===== config.mk =====
export PLATFORM = sky130hd
export DESIGN_NAME = pe_interrupt_timer_registers_unit
export DESIGN_NICKNAME = d
export VERILOG_FILES = /design/src/rtl/core/pitr_pkg.sv /design/src/rtl/core/pitr_apb.sv /design/src/rtl/core/pitr_regs.sv /design/src/rtl/core/pe_interrupt_timer_registers_unit.sv
export SDC_FILE = /design/constraint.sdc
export NUM_CORES = 1
export LEC_CHECK = 0
export ABC_CLOCK_PERIOD_IN_PS = 8700
export BUFFER_PORTS_ARGS = -buffer_cell sky130_fd_sc_hd__buf_4
export CORE_ASPECT_RATIO = 0.6
export CORE_UTILIZATION = 35
export CTS_CLUSTER_DIAMETER = 100
export DETAILED_ROUTE_END_ITERATION = 8
export PLACE_DENSITY = 0.6
export SYNTH_ARGS = -nofsm -noshare
export SYNTH_HDL_FRONTEND = slang
export SYNTH_SLANG_ARGS = --single-unit

===== constraint.sdc =====
create_clock -name clk_i -period 8.7 [get_ports clk_i]
set_clock_uncertainty 0.15 [all_clocks]
set_input_delay 1.74 -clock clk_i [delete_from_list [all_inputs] [get_ports clk_i]]
set_output_delay 1.74 -clock clk_i [all_outputs]
set_load 0.01 [all_outputs]

===== src/rtl/core/pitr_pkg.sv =====
`timescale 1ns / 1ps

package pitr_pkg;

  // subnet counts fixed by the field widths
  localparam int unsigned NetSubnets = 4;
  localparam int unsigned CsSubnets  = 2;

  // bus access codes
  localparam logic [1:0] ActNone  = 2'd0;
  localparam logic [1:0] ActRead  = 2'd1;
  localparam logic [1:0] ActWrite = 2'd2;

  // register map
  localparam logic [3:0] RegMask    = 4'd0;
  localparam logic [3:0] RegStatus  = 4'd1;
  localparam logic [3:0] RegSlice   = 4'd2;
  localparam logic [3:0] RegAddress = 4'd3;
  localparam logic [3:0] RegTicks   = 4'd4;
  localparam logic [3:0] RegSend    = 4'd5;
  localparam logic [3:0] RegRecv    = 4'd6;
  localparam logic [3:0] RegReqs    = 4'd7;
  localparam logic [3:0] RegPending = 4'd8;
  localparam logic [3:0] RegSlack   = 4'd9;
  localparam logic [3:0] RegHandle  = 4'd10;
  localparam logic [3:0] RegReqOut  = 4'd11;
  localparam logic [3:0] RegEnd     = 4'd12;
  localparam logic [3:0] RegHold    = 4'd13;

  // one tick of bus access and side inputs
  typedef struct packed {
    logic [1:0]           action;
    logic [3:0]           reg_select;
    logic [31:0]          write_data;
    logic [NetSubnets-1:0] network_interrupts;
    logic [CsSubnets-1:0]  cs_request_in;
    logic                 send_active;
    logic                 receive_active;
  } pitr_item_t;

  // one tick of results
  typedef struct packed {
    logic [31:0]          read_data;
    logic                 interrupt;
    logic [7:0]           interrupt_status;
    logic [CsSubnets-1:0] cs_request_out;
    logic                 end_of_run;
    logic                 clock_running;
  } pitr_result_t;

endpackage


===== src/rtl/core/pitr_apb.sv =====
`timescale 1ns / 1ps

module pitr_apb import pitr_pkg::*; (
  input  logic        clk_i,
  input  logic        rst_ni,
  input  logic        psel,
  input  logic        penable,
  input  logic        pwrite,
  input  logic [2:0]  paddr,
  input  logic [31:0] pwdata,
  output logic [31:0] prdata,
  output logic        pready,
  output logic [15:0] node_address_o
);

  logic [15:0] node_address_q;
  logic        wr_en;

  assign pready = 1'b1;

  // access phase of a write to the address register
  assign wr_en = psel && penable && pwrite && (paddr[2] == 1'b0);

  always_ff @(posedge clk_i or negedge rst_ni) begin
    if (!rst_ni) begin
      node_address_q <= '0;
    end else if (wr_en) begin
      node_address_q <= pwdata[15:0];
    end
  end

  // read back
  always_comb begin
    prdata = '0;
    if (paddr[2] == 1'b0) begin
      prdata = {16'd0, node_address_q};
    end
  end

  assign node_address_o = node_address_q;

endmodule


===== src/rtl/core/pitr_regs.sv =====
`timescale 1ns / 1ps

module pitr_regs import pitr_pkg::*; (
  input  logic         clk_i,
  input  logic         rst_ni,
  input  logic         step_i,
  input  pitr_item_t   item_i,
  input  logic [15:0]  node_address_i,
  output pitr_result_t result_o
);

  logic [31:0]          irq_mask_q, irq_mask_d;
  logic [31:0]          slice_q, slice_d;
  logic [31:0]          slack_q, slack_d;
  logic                 pending_q, pending_d;
  logic [CsSubnets-1:0] req_q, req_d;
  logic [31:0]          ticks_q, ticks_d;
  logic                 clk_en_q, clk_en_d;

  logic                 rd, wr;
  logic [7:0]           status;
  logic                 irq;
  logic [31:0]          rdata;
  logic [CsSubnets-1:0] handle;
  logic [CsSubnets-1:0] reqout;

  assign rd = (item_i.action == ActRead);
  assign wr = (item_i.action == ActWrite);

  // interrupt status from state before the tick
  always_comb begin
    status = '0;
    status[7:4] = item_i.network_interrupts;
    status[3]   = |req_q;
    status[2]   = !item_i.send_active && (slack_q == 32'd1);
    status[1]   = !item_i.send_active && pending_q;
    status[0]   = (slice_q == 32'd1);
  end

  assign irq = |(status & irq_mask_q[7:0]);

  // read mux
  always_comb begin
    rdata = '0;
    if (rd) begin
      case (item_i.reg_select)
        RegMask:    rdata = irq_mask_q;
        RegStatus:  rdata = {24'd0, status};
        RegSlice:   rdata = slice_q;
        RegAddress: rdata = {16'd0, node_address_i};
        RegTicks:   rdata = ticks_q;
        RegSend:    rdata = {31'd0, item_i.send_active};
        RegRecv:    rdata = {31'd0, item_i.receive_active};
        RegReqs:    rdata = {{(32-CsSubnets){1'b0}}, req_q};
        default:    rdata = '0;
      endcase
    end
  end

  assign handle = (wr && item_i.reg_select == RegHandle) ?
                  item_i.write_data[CsSubnets-1:0] : '0;
  assign reqout = (wr && item_i.reg_select == RegReqOut) ?
                  item_i.write_data[CsSubnets-1:0] : '0;

  // next state
  always_comb begin
    req_d = item_i.cs_request_in | (req_q & ~handle);

    irq_mask_d = irq_mask_q;
    if (wr && item_i.reg_select == RegMask) irq_mask_d = item_i.write_data;

    slice_d = slice_q;
    if (wr && item_i.reg_select == RegSlice) begin
      slice_d = item_i.write_data;
    end else if (slice_q > 32'd1) begin
      slice_d = slice_q - 32'd1;
    end

    pending_d = pending_q;
    if (wr && item_i.reg_select == RegPending) pending_d = |item_i.write_data;

    slack_d = slack_q;
    if (wr && item_i.reg_select == RegSlack) begin
      slack_d = item_i.write_data;
    end else if (slack_q > 32'd1) begin
      slack_d = slack_q - 32'd1;
    end

    ticks_d = ticks_q + 32'd1;

    clk_en_d = clk_en_q;
    if (wr && item_i.reg_select == RegHold) begin
      clk_en_d = 1'b0;
    end else if (irq) begin
      clk_en_d = 1'b1;
    end
  end

  always_ff @(posedge clk_i or negedge rst_ni) begin
    if (!rst_ni) begin
      irq_mask_q <= '0;
      slice_q    <= '0;
      slack_q    <= '0;
      pending_q  <= 1'b0;
      req_q      <= '0;
      ticks_q    <= '0;
      clk_en_q   <= 1'b1;
    end else if (step_i) begin
      irq_mask_q <= irq_mask_d;
      slice_q    <= slice_d;
      slack_q    <= slack_d;
      pending_q  <= pending_d;
      req_q      <= req_d;
      ticks_q    <= ticks_d;
      clk_en_q   <= clk_en_d;
    end
  end

  // results of this tick
  always_comb begin
    result_o.read_data        = rdata;
    result_o.interrupt        = irq;
    result_o.interrupt_status = status;
    result_o.cs_request_out   = reqout;
    result_o.end_of_run       = wr && (item_i.reg_select == RegEnd);
    result_o.clock_running    = clk_en_d;
  end

endmodule


===== src/rtl/core/pe_interrupt_timer_registers_unit.sv =====
`timescale 1ns / 1ps

// Register block of a processing element: interrupt mask, time-slice and
// slack countdowns, pending flag, circuit-switch requests, tick counter and
// clock gate.
// Input channel (in_valid_i / in_stall_o) carries one tick: an optional bus
// read or write plus the network interrupt, request and busy lines.
// Output channel (out_valid_o / out_stall_i) returns one result per tick:
// read data, interrupt, status word, request pulses, end flag, clock gate.
// An accepted transfer lands in an input register; the register logic then
// forms the result from it, and at the edge where it updates its state the
// result register loads that result; both wait while the output register is
// full and stalled. One transfer per cycle is sustained while the receiver
// does not stall; the single state update per item in the register logic
// sets that rate.
// When the receiver stalls, the result holds in the output register and the
// input register keeps its item; the input stalls only once both are full.
// Reset clears all countdowns, mask, flags and counter, sets the clock gate
// to running and empties both registers. The user writes the node address
// over the APB port only while the block is idle; it does not enforce this.

module pe_interrupt_timer_registers_unit import pitr_pkg::*; (
  input  logic                  clk_i,
  input  logic                  rst_ni,
  // input channel
  input  logic                  in_valid_i,
  output logic                  in_stall_o,
  input  logic [1:0]            action_i,
  input  logic [3:0]            reg_select_i,
  input  logic [31:0]           write_data_i,
  input  logic [NetSubnets-1:0] network_interrupts_i,
  input  logic [CsSubnets-1:0]  cs_request_in_i,
  input  logic                  send_active_i,
  input  logic                  receive_active_i,
  // output channel
  output logic                  out_valid_o,
  input  logic                  out_stall_i,
  output logic [31:0]           read_data_o,
  output logic                  interrupt_o,
  output logic [7:0]            interrupt_status_o,
  output logic [CsSubnets-1:0]  cs_request_out_o,
  output logic                  end_of_run_o,
  output logic                  clock_running_o,
  // configuration
  input  logic                  psel,
  input  logic                  penable,
  input  logic                  pwrite,
  input  logic [2:0]            paddr,
  input  logic [31:0]           pwdata,
  output logic [31:0]           prdata,
  output logic                  pready
);

  logic         in_valid_q;
  pitr_item_t   item_q;
  logic         out_valid_q;
  pitr_result_t result_q;
  pitr_result_t result;
  logic         out_free;
  logic         step;
  logic         in_take;
  logic [15:0]  node_address;

  // output register free this cycle
  assign out_free = !out_valid_q || !out_stall_i;
  assign step     = in_valid_q && out_free;
  assign in_stall_o = in_valid_q && !out_free;
  assign in_take  = in_valid_i && !in_stall_o;

  // input register
  always_ff @(posedge clk_i or negedge rst_ni) begin
    if (!rst_ni) begin
      in_valid_q <= 1'b0;
    end else if (!in_stall_o) begin
      in_valid_q <= in_valid_i;
    end
  end

  always_ff @(posedge clk_i) begin
    if (in_take) begin
      item_q.action             <= action_i;
      item_q.reg_select         <= reg_select_i;
      item_q.write_data         <= write_data_i;
      item_q.network_interrupts <= network_interrupts_i;
      item_q.cs_request_in      <= cs_request_in_i;
      item_q.send_active        <= send_active_i;
      item_q.receive_active     <= receive_active_i;
    end
  end

  pitr_apb u_apb (
    .clk_i          (clk_i),
    .rst_ni         (rst_ni),
    .psel           (psel),
    .penable        (penable),
    .pwrite         (pwrite),
    .paddr          (paddr),
    .pwdata         (pwdata),
    .prdata         (prdata),
    .pready         (pready),
    .node_address_o (node_address)
  );

  pitr_regs u_regs (
    .clk_i          (clk_i),
    .rst_ni         (rst_ni),
    .step_i         (step),
    .item_i         (item_q),
    .node_address_i (node_address),
    .result_o       (result)
  );

  // output register
  always_ff @(posedge clk_i or negedge rst_ni) begin
    if (!rst_ni) begin
      out_valid_q <= 1'b0;
    end else if (out_free) begin
      out_valid_q <= in_valid_q;
    end
  end

  always_ff @(posedge clk_i) begin
    if (step) begin
      result_q <= result;
    end
  end

  assign out_valid_o        = out_valid_q;
  assign read_data_o        = result_q.read_data;
  assign interrupt_o        = result_q.interrupt;
  assign interrupt_status_o = result_q.interrupt_status;
  assign cs_request_out_o   = result_q.cs_request_out;
  assign end_of_run_o       = result_q.end_of_run;
  assign clock_running_o    = result_q.clock_running;

`ifndef SYNTHESIS
  // a processed item shows up as a valid result
  assert property (@(posedge clk_i) disable iff (!rst_ni) step |=> out_valid_q)
    else $error("processed item did not reach output register");

  // a stalled full output with a waiting item must stall the input
  assert property (@(posedge clk_i) disable iff (!rst_ni)
    (in_valid_q && out_valid_q && out_stall_i) |-> in_stall_o)
    else $error("input not stalled while both registers are full");

  // empty pipeline never stalls the input
  assert property (@(posedge clk_i) disable iff (!rst_ni)
    !in_valid_q |-> !in_stall_o)
    else $error("input stalled with empty input register");
`endif

endmodule

# Yosys cells after proc, flatten, opt, wreduce, memory -nomap -nowiden
# Index checks and enable logic that the tools add are counted.
[totals]
out_inout_bits = 80
in_bits = 88
regBits = 241
word_cells = 91
[classes]
n_mux = 9
reduce_logical = 32
bitwise = 5
addsub = 3
n_lt_le_gt_ge = 2
n_eq_ne = 17
[op_table]
columns = ["cell", "n"]
rows = [
  ["case mux 32 bit (8 select lines)", 1],
  ["two-way mux 32 bit", 4],
  ["equality test 32 x 1 -> 1 bit (second input constant)", 2],
  ["> comparator 32 x 1 -> 1 bit (second input constant)", 2],
  ["subtractor 32 x 1 -> 32 bit (second input constant)", 2],
  ["adder 32 x 1 -> 32 bit (second input constant)", 1],
  ["OR reduction 32 bit", 1],
  ["equality test 4 bit (second input constant)", 6],
  ["equality test 4 x 3 -> 1 bit (second input constant)", 4],
  ["logical AND 1 bit", 16],
  ["two-way mux 16 bit", 1],
  ["AND 8 bit", 1],
  ["equality test 4 x 2 -> 1 bit (second input constant)", 2],
  ["AND reduction 2 bit", 4],
  ["OR reduction 8 bit", 1],
  ["logical NOT 1 bit", 5],
  ["equality test 4 x 1 -> 1 bit (second input constant)", 1],
  ["logical NOT 4 bit", 1],
  ["nonzero test 2 bit", 2],
  ["AND 2 bit", 1],
  ["equality test 2 x 1 -> 1 bit (second input constant)", 1],
  ["equality test 2 bit (second input constant)", 1],
  ["two-way mux 1 bit", 2],
  ["two-way mux 2 bit", 1],
  ["5 further kinds", 5],
]

# Longest topological paths before layout
# Gate-level depths: netlist of the first run.
[logic_depth]
depth_word = 6
mapped_depth = 9
ltp_nobuf = 7

# By module
# A second synthesis of the first run with hierarchy kept.
[unflattened]
cells_unflattened = 1044
hier_area_um2 = 11736.3
[by_module_without_submodules]
columns = ["mod", "n_inst", "area_per_inst_um2", "seq_area_each_um2", "cells_each"]
rows = [
  ["pitr_regs", 1, 8011.4, 3304.4, 875],
  ["pe_interrupt_timer_registers_unit", 1, 2825.2, 2782.7, 99],
  ["pitr_apb", 1, 899.6, 400.4, 70],
]

# Worst setup path before layout of the first run
# OpenSTA, ideal clock, no wires.
[synth_path]
path_kind = "input port to flip-flop"
start = "input port out_stall_i"
end = "register u_regs.slice_q[10]"
stages = 7
arrival_time_ns = 4.104
slack_ns = 4.320
setup_ns = 0.127
required_ns = 8.423
n_path_buf = 2
path_cell_list = "nand2_1 -> nand2_1 -> inv_1 -> clkbuf_1 -> clkbuf_1 -> nand3_1 -> o2bb2ai_1"
[synth_via]
elab_chain_cells = 4
[synth_lines]
columns = ["item", "line", "source"]
rows = [
  ["from (decl)", "pe_interrupt_timer_registers_unit.sv:37", "input logic out_stall_i,"],
  ["logical NOT 1 bit", "pe_interrupt_timer_registers_unit.sv:65", "assign out_free = !out_valid_q || !out_stall_i;"],
  ["logical OR 1 bit", "pe_interrupt_timer_registers_unit.sv:65", ""],
  ["logical AND 1 bit", "pe_interrupt_timer_registers_unit.sv:66", "assign step = in_valid_q && out_free;"],
  ["named net step", "pe_interrupt_timer_registers_unit.sv:60", "logic step;"],
  ["AND reduction 2 bit (no source line)", "--", ""],
  ["to (signal assigned)", "pitr_regs.sv:110", "slice_q <= slice_d;"],
  ["to (decl)", "pitr_regs.sv:13", "logic [31:0] slice_q, slice_d;"],
]
# The timed path passes the listed nets, and every way through them passes these cells.
# A chain may end at the register's enable or synchronous reset.

# Final worst setup path of the first run
[layout_path]
start = "input port paddr[2]"
end = "output port prdata[2]"
[layout_via]
elab_chain_cells = 1
[layout_lines]
columns = ["item", "line", "source"]
rows = [
  ["from (decl)", "pe_interrupt_timer_registers_unit.sv:48", "input logic [2:0] paddr,"],
  ["two-way mux 16 bit", "pitr_apb.sv:35", "if (paddr[2] == 1'b0) begin"],
  ["to (decl)", "pe_interrupt_timer_registers_unit.sv:50", "output logic [31:0] prdata,"],
]
# Every way passes these cells.

==> impl_metrics.py, run 1 <==
metrics = {
    "floorplanning": {
        "num_rows": 52,
        "floorplan.die_area_sq_mm": 0.03504,
        "die_h_microns": 145.4,
        "ios": 168,
        "die_width_microns": 241.0,
        "coreArea_sq_mm": 0.03370,
        "start_util": 0.3560,
    },
    "synth": {
        "netlist_instances": 1107,
        "synth_top_area_frac": 0.3108,
        "synth_flop_cell": "dfrtp_1",
        "seq_area_frac_synth": 0.5408,
        "synthMuxAreaShare": 0.04933,
        "yosys-top-cells-area": "dfrtp_1, edfxtp_1, mux2_2, a22oi_1, nand2_1",
        "ys_warn_count": 0,
        "synth_compound_area_frac": 0.1668,
        "ys_ff_latch": 241,
        "avgSynthCellArea_sq_um": 10.84,
        "synth_edf_count": 91,
        "async_flop_share": 0.6224,
        "yosysMostFrequentCell": "dfrtp_1",
        "synth_fa_ha_area_frac": 0.005215,
        "synthSimpleGateAreaFrac": 0.1746,
        "ys_types": 75,
        "netlist_top_cells_count": "dfrtp_1, nand2_1, edfxtp_1, clkbuf_1, nor2_1",
        "synth_top_area_cell": "dfrtp_1",
        "synthXorXnorAreaFrac": 0.02263,
        "synth_top_family_by_area": "simple AND/OR/NAND/NOR gates",
        "syn_area_sq_mm": 0.01200,
    },
    "setup_path": {
        "end_kind": "primary output",
        "cp_num_buf_inv": 2,
        "critPathMostFrequentCell": "buf_4",
        "crit_fanout": 17,
        "rr_endpoint": "clock_running_o",
        "reg2reg_depth": 5,
        "crit_arrival_ps": 2210,
        "crit_path_end": "prdata[2]",
        "crit_path_start_kind": "input port",
        "cpPeakStageDelay_ps": 180,
        "worst-path-stages": 3,
        "rr_startpoint": "u_regs.slice_q[8]",
        "path_class": "in2out",
        "crit_family": "buffers and inverters",
        "worst_ep_required_time_ps": 6810,
        "crit_start": "paddr[2]",
        "path_cells": "buf_4 > nor2b_1 > buf_4",
        "rrSetupSlack_ps": 5190,
        "slowest_stage": "buf_4",
    },
    "route": {
        "drtIter0Drc": 1082,
        "vias": 9799,
        "drtAntennaViolNets": 0,
        "wl_per_cell_microns": 21.44,
        "routed_wl_mm": 36.17,
        "vias_per_cell": 5.809,
        "first_pass_iters": 6,
        "drc_errors": 0,
    },
    "global_routing": {
        "grt_pass1_vias": 9206,
        "globalRouteOverflowTotal": 0,
        "antenna_found_initial": 1,
        "grt_pass1_wl_mm": 55.51,
        "grt_max_degree": 96,
        "grt.total_usage": 0.2046,
    },
    "worst_hold_path": {
        "worstHoldPathType": "reg2reg",
    },
    "place": {
        "gp_congestion": 0.8619,
        "hpwlAfterDp_mm": 24.56,
        "portBuffers": 132,
    },
    "finish": {
        "area_delta_synth_final_pct": 18.46,
        "drive_gt1_frac": 0.2119,
        "final_nets": 1301,
    },
    "sta": {
        "worst_pin_slew_ps": 1016,
        "hold_violations": 0,
        "finalCritPeriodShare": 0.4714,
        "layout_min_cycle_time_ps": 4101,
        "slew_violations": 0,
        "slew_headroom": 0.3201,
        "whs_ps": 329.8,
        "fin_tns_setup_ps": 0,
        "rsz0062_at_grt": "no",
        "finalSetupViolCount": 0,
        "fmaxAchievable_ghz": 0.2438,
    },
    "power_and_ir_drop": {
        "power_density_mw_per_mm2": 227.9,
        "p_leak_uw": 0.005529,
        "vdd_ir_drop_max_mv": 0.1486,
    },
    "clock_tree": {
        "insertion_delay_ps": 550,
        "cts_tree": "yes",
        "ctsResizeCount": 0,
        "cts_max_path_buffers": 3,
        "path_clk_slew_ps": 60,
        "cts_buffers": 25,
        "cts_hold_buf": 0,
        "clock_sinks": 241,
        "cts_setup_buffers": 0,
        "root_buffer": "clkbuf_16",
        "cts_htree_levels": 1,
    },
    "job": {
        "drv_cap": 0,
    },
    "status": {
        "status": "finished, final reports clean",
    },
}
## routing by layer
layer,wire length (microns),GRT usage,vias up,share of wire
met5,0,0,-,0
met4,901,0.05190,0,0.025
met3,3192,0.04932,70,0.088
met2,14370,0.2710,448,0.40
met1,17700,0.3265,4837,0.49
li1,-,-,4444,-
## cell type report
cell class / count / area, sq um
fillers: 3289 / 19490
flip-flops and latches: 241 / 6487
multi-input cells: 773 / 5114
repair buffers: 148 / 1115
clock buffers: 32 / 701.9
well taps: 459 / 574.3
clock inverters: 14 / 142.6
inverters: 19 / 73.82
diodes: 1 / 2.502
## worst min path at each step
stage	startpoint	end	depth (start not counted)
2_1_floorplan	u_regs.pending_q	u_regs.pending_q	2
3_3_place_gp	u_regs.pending_q	u_regs.pending_q	2
5_1_grt	u_regs.ticks_q[11]	u_regs.ticks_q[11]	1
6_report	u_regs.ticks_q[31]	u_regs.ticks_q[31]	1
4_1_cts	item_q[2]	u_regs.req_q[0]	1
3_5_place_dp	u_regs.ticks_q[31]	u_regs.ticks_q[31]	1
## metrics by stage
| stage | utilization | total power, uW | cell area, sq um | setup slack, ps | std cells |
|---|---|---|---|---|---|
| after floorplan | - | 1894 | 12050 | 4320 | 1122 |
| after detailed placement | 0.3965 | 2141 | 13360 | 4052 | 1640 |
| after CTS | 0.4216 | 3250 | 14210 | 4593 | 1686 |
| final | 0.4217 | 3239 | 14210 | 4599 | 1687 |
| after global routing | 0.4216 | 3384 | 14210 | 4415 | 1686 |
| after global placement | 0.3965 | 2127 | 13360 | 4080 | 1640 |
## cells in the final DEF (no fill, tap or decap), drive strengths merged, types with 9 or more instances in the layout
cell type    n
nor2b       20
o21ai       22
o2bb2ai     11
a22oi       60
or4         18
and3        13
nor2        65
dfrtp      149
nand4       23
nand3       39
a22o         9
nor3        26
nor4        36
edfxtp      91
mux2        49
o211ai      17
a31oi       19
buf        148
or3         12
xor2        13
xnor2       18
o31ai       12
nand2       99
conb        17
clkbuf      32
inv         20
a21oi       48
clkinv       9
## registers in the layout, indices dropped and copies added, names as in the netlist
name and flops:
u_regs.req_q 2, u_regs.slack_q 32, read_data_o 32, u_regs.slice_q 32, interrupt_o 1, u_regs.ticks_q 32, u_apb.node_address_o 16, u_regs.irq_mask_q 32
u_regs.pending_q 1, in_valid_q 1, end_of_run_o 1, cs_request_out_o 2, item_q 46, interrupt_status_o 8, u_regs.clk_en_q 1, out_valid_o 1
clock_running_o 1
## logic make-up after synthesis
logic type / count (synthesis)
DFF: 241
and+or+nand+nor: 391
buffers and inverters: 108
other: 2
muxes: 53
AOI/OAI and AO/OA: 276
xor gates and xnor gates: 31
adders and majority gates: 5
## worst reg2reg max path, cell delays in order (launching register included)
cell	delay, ps
dfrtp_1	480
or4_1	640
or4b_2	900
nor4_2	660
a21oi_1	250
a31oi_1	250
## where the power goes
group | switching (uW) | leakage, uW | internal [uW] | total (uW)
combinational | 323 | 0.00235 | 243 | 565
clock | 470 | 0.000413 | 634 | 1100
sequential | 216 | 0.00276 | 1350 | 1570
(Power assumes the default switching activity.)
==> run 2: changes to the inputs <==
- ABC_CLOCK_PERIOD_IN_PS: 8700 -> 3700
- PLACE_DENSITY: 0.6 -> 0.62
- clock period: 8.7 -> 3.7 ns (I/O delays scaled with it)
==> impl_metrics.py, run 2 (same netlist as run 1, synthesis figures left out) <==
metrics = {
    "status": {
        "status": "finished, final reports clean",
    },
    "setup_path": {
        "cpPeakStageDelay_ps": 790,
        "rr_endpoint": "u_regs.slice_q[25]",
        "path_cells": "or4_1 > or4b_2 > buf_4 > nor4_1 > a41o_1 > a22oi_1",
        "crit_fanout": 12,
        "end_kind": "flip-flop",
        "crit_arrival_ps": 3490,
        "worst_ep_required_time_ps": 3940,
        "reg2reg_depth": 6,
        "rrSetupSlack_ps": 450,
        "path_class": "reg2reg",
        "crit_path_start_kind": "flip-flop",
        "slowest_stage": "or4b_2",
        "rr_startpoint": "u_regs.slice_q[8]",
    },
    "global_routing": {
        "globalRouteOverflowTotal": 0,
        "grtUsageMet1": 0.3598,
        "grt_use_met2": 0.2743,
        "grt.total_usage": 0.2135,
        "antenna_found_initial": 1,
        "grt_use_met3": 0.04382,
        "grt_max_degree": 65,
        "grt_pass1_wl_mm": 57.66,
        "grt_pass1_vias": 9355,
        "gr-max-usage-layer": "met1",
    },
    "route": {
        "drtIter0Drc": 1255,
        "wl_per_cell_microns": 21.71,
        "drc_errors": 0,
        "routed_wl_mm": 37.17,
        "drtAntennaViolNets": 0,
        "vias": 9992,
        "vias_per_cell": 5.836,
        "first_pass_iters": 5,
    },
    "floorplanning": {
        "die_width_microns": 241.0,
        "start_util": 0.3560,
        "num_rows": 52,
        "floorplan.die_area_sq_mm": 0.03504,
        "ios": 168,
        "coreArea_sq_mm": 0.03370,
        "die_h_microns": 145.4,
    },
    "finish": {
        "layout_commonest_cell": "buf_4",
        "drive_gt1_frac": 0.2275,
        "fill_cells": 3220,
        "final_nets": 1328,
        "layout_common_cells": "buf_4, dfrtp_1, nand2_1",
        "fin_util": 0.4299,
        "largest_register": "item_q",
        "fin_area_sq_mm": 0.01449,
        "antenna_cells": 0,
        "largest_reg_flops": 46,
        "area_delta_synth_final_pct": 20.79,
        "fin_cells": 1712,
    },
    "sta": {
        "slew_headroom": 0.3000,
        "finalSetupViolCount": 0,
        "fmaxAchievable_ghz": 0.3074,
        "fin_tns_setup_ps": 0,
        "slew_violations": 0,
        "worst_pin_slew_ps": 1035,
        "layout_min_cycle_time_ps": 3253,
        "finalCritPeriodShare": 0.8793,
        "hold_violations": 0,
        "rsz0062_at_grt": "no",
    },
    "power_and_ir_drop": {
        "p_comb_frac": 0.176,
        "p_leak_uw": 0.005704,
        "power_density_mw_per_mm2": 545.9,
        "vdd_ir_drop_max_mv": 0.3186,
        "seqPwrFrac": 0.466,
        "swShare": 0.3025,
        "p_int_uw": 5517,
        "p_sw_uw": 2393,
        "clkPwrFrac": 0.358,
    },
    "place": {
        "place_inst": 1667,
        "place_area_sq_mm": 0.01358,
        "hpwlAfterDp_mm": 25.84,
        "portBuffers": 132,
        "gp_congestion": 0.9209,
    },
    "clock_tree": {
        "clock_sinks": 241,
        "cts_max_path_buffers": 3,
        "root_buffer": "clkbuf_16",
        "cts_setup_buffers": 0,
        "cts_buffers": 25,
        "cts_hold_buf": 0,
        "cts_htree_levels": 1,
        "path_clk_slew_ps": 70,
        "insertion_delay_ps": 550,
        "ctsResizeCount": 0,
        "cts_tree": "yes",
    },
    "worst_hold_path": {
        "worstHoldPathType": "in2async",
    },
    "job": {
        "drv_cap": 0,
    },
}
[run 2: changes by cell type in the layout (fill, tap and decap cells not counted), sizes merged, moves of 2 or more]
cell / previous run / this run
bufinv: 2 / 7
buf: 148 / 175
clkbuf: 32 / 26
clkinvlp: 2 / 0
[run 2: how the worst max path moves through the flow]
stage | startpoint | end | slack [ps]
floorplan | out_stall_i | u_regs.slice_q[10] | 320
global placement | u_regs.slice_q[23] | u_regs.slice_q[16] | 580
detailed placement | u_regs.slice_q[8] | u_regs.slice_q[25] | 500
CTS | u_regs.slice_q[8] | u_regs.slice_q[25] | 470
global route | u_regs.slice_q[8] | u_regs.slice_q[25] | 260
finish | u_regs.slice_q[8] | u_regs.slice_q[25] | 450
[run 2: area by class of cell]
| cell class | count | area [sq um] | share of cell area |
|---|---|---|---|
| clock buffers | 26 | 629.4 | 0.04343 |
| clock inverters | 19 | 281.5 | 0.01943 |
| inverters | 19 | 73.82 | 0.005095 |
| multi-input cells | 773 | 5114 | 0.3529 |
| flip-flops and latches | 241 | 6487 | 0.4477 |
| well taps | 459 | 574.3 | 0.03963 |
| repair buffers | 175 | 1330 | 0.09179 |
[run 2: critical path: cells and delay by family (launching register included)]
family                 cells  cell delay [ps]
buffers and inverters      1              250
AO/OA/AOI/OAI              2              310
flip-flops                 1              460
AND/OR/NAND/NOR            3             1920
[run 2: power groups by stage]
stage               combinational (uW)  clock (uW)  sequential (uW)
floorplan                          928           0             3530
global placement                  1340           0             3710
detailed placement                1360           0             3720
CTS                               1370        2890             3670
global route                      1530        3010             3740
finish                            1390        2830             3690
[run 2: through the flow]
| stage | power [uW] | hold WS (ps) | worst slack (ps) |
|---|---|---|---|
| after CTS | 7937 | 69.13 | 470.1 |
| after global placement | 5047 | 311.9 | 581.1 |
| final | 7911 | 48.86 | 446.6 |
| after floorplan | 4454 | 292.2 | 319.6 |
| after global routing | 8279 | 99.01 | 262.7 |
| after detailed placement | 5079 | 316.7 | 501.2 |
[run 2: metal layers]
layer  up-vias  share of wire
met5         -              0
met3        45          0.088
met2       480           0.39
met4         0          0.014
li1       4501              -
met1      4966           0.50
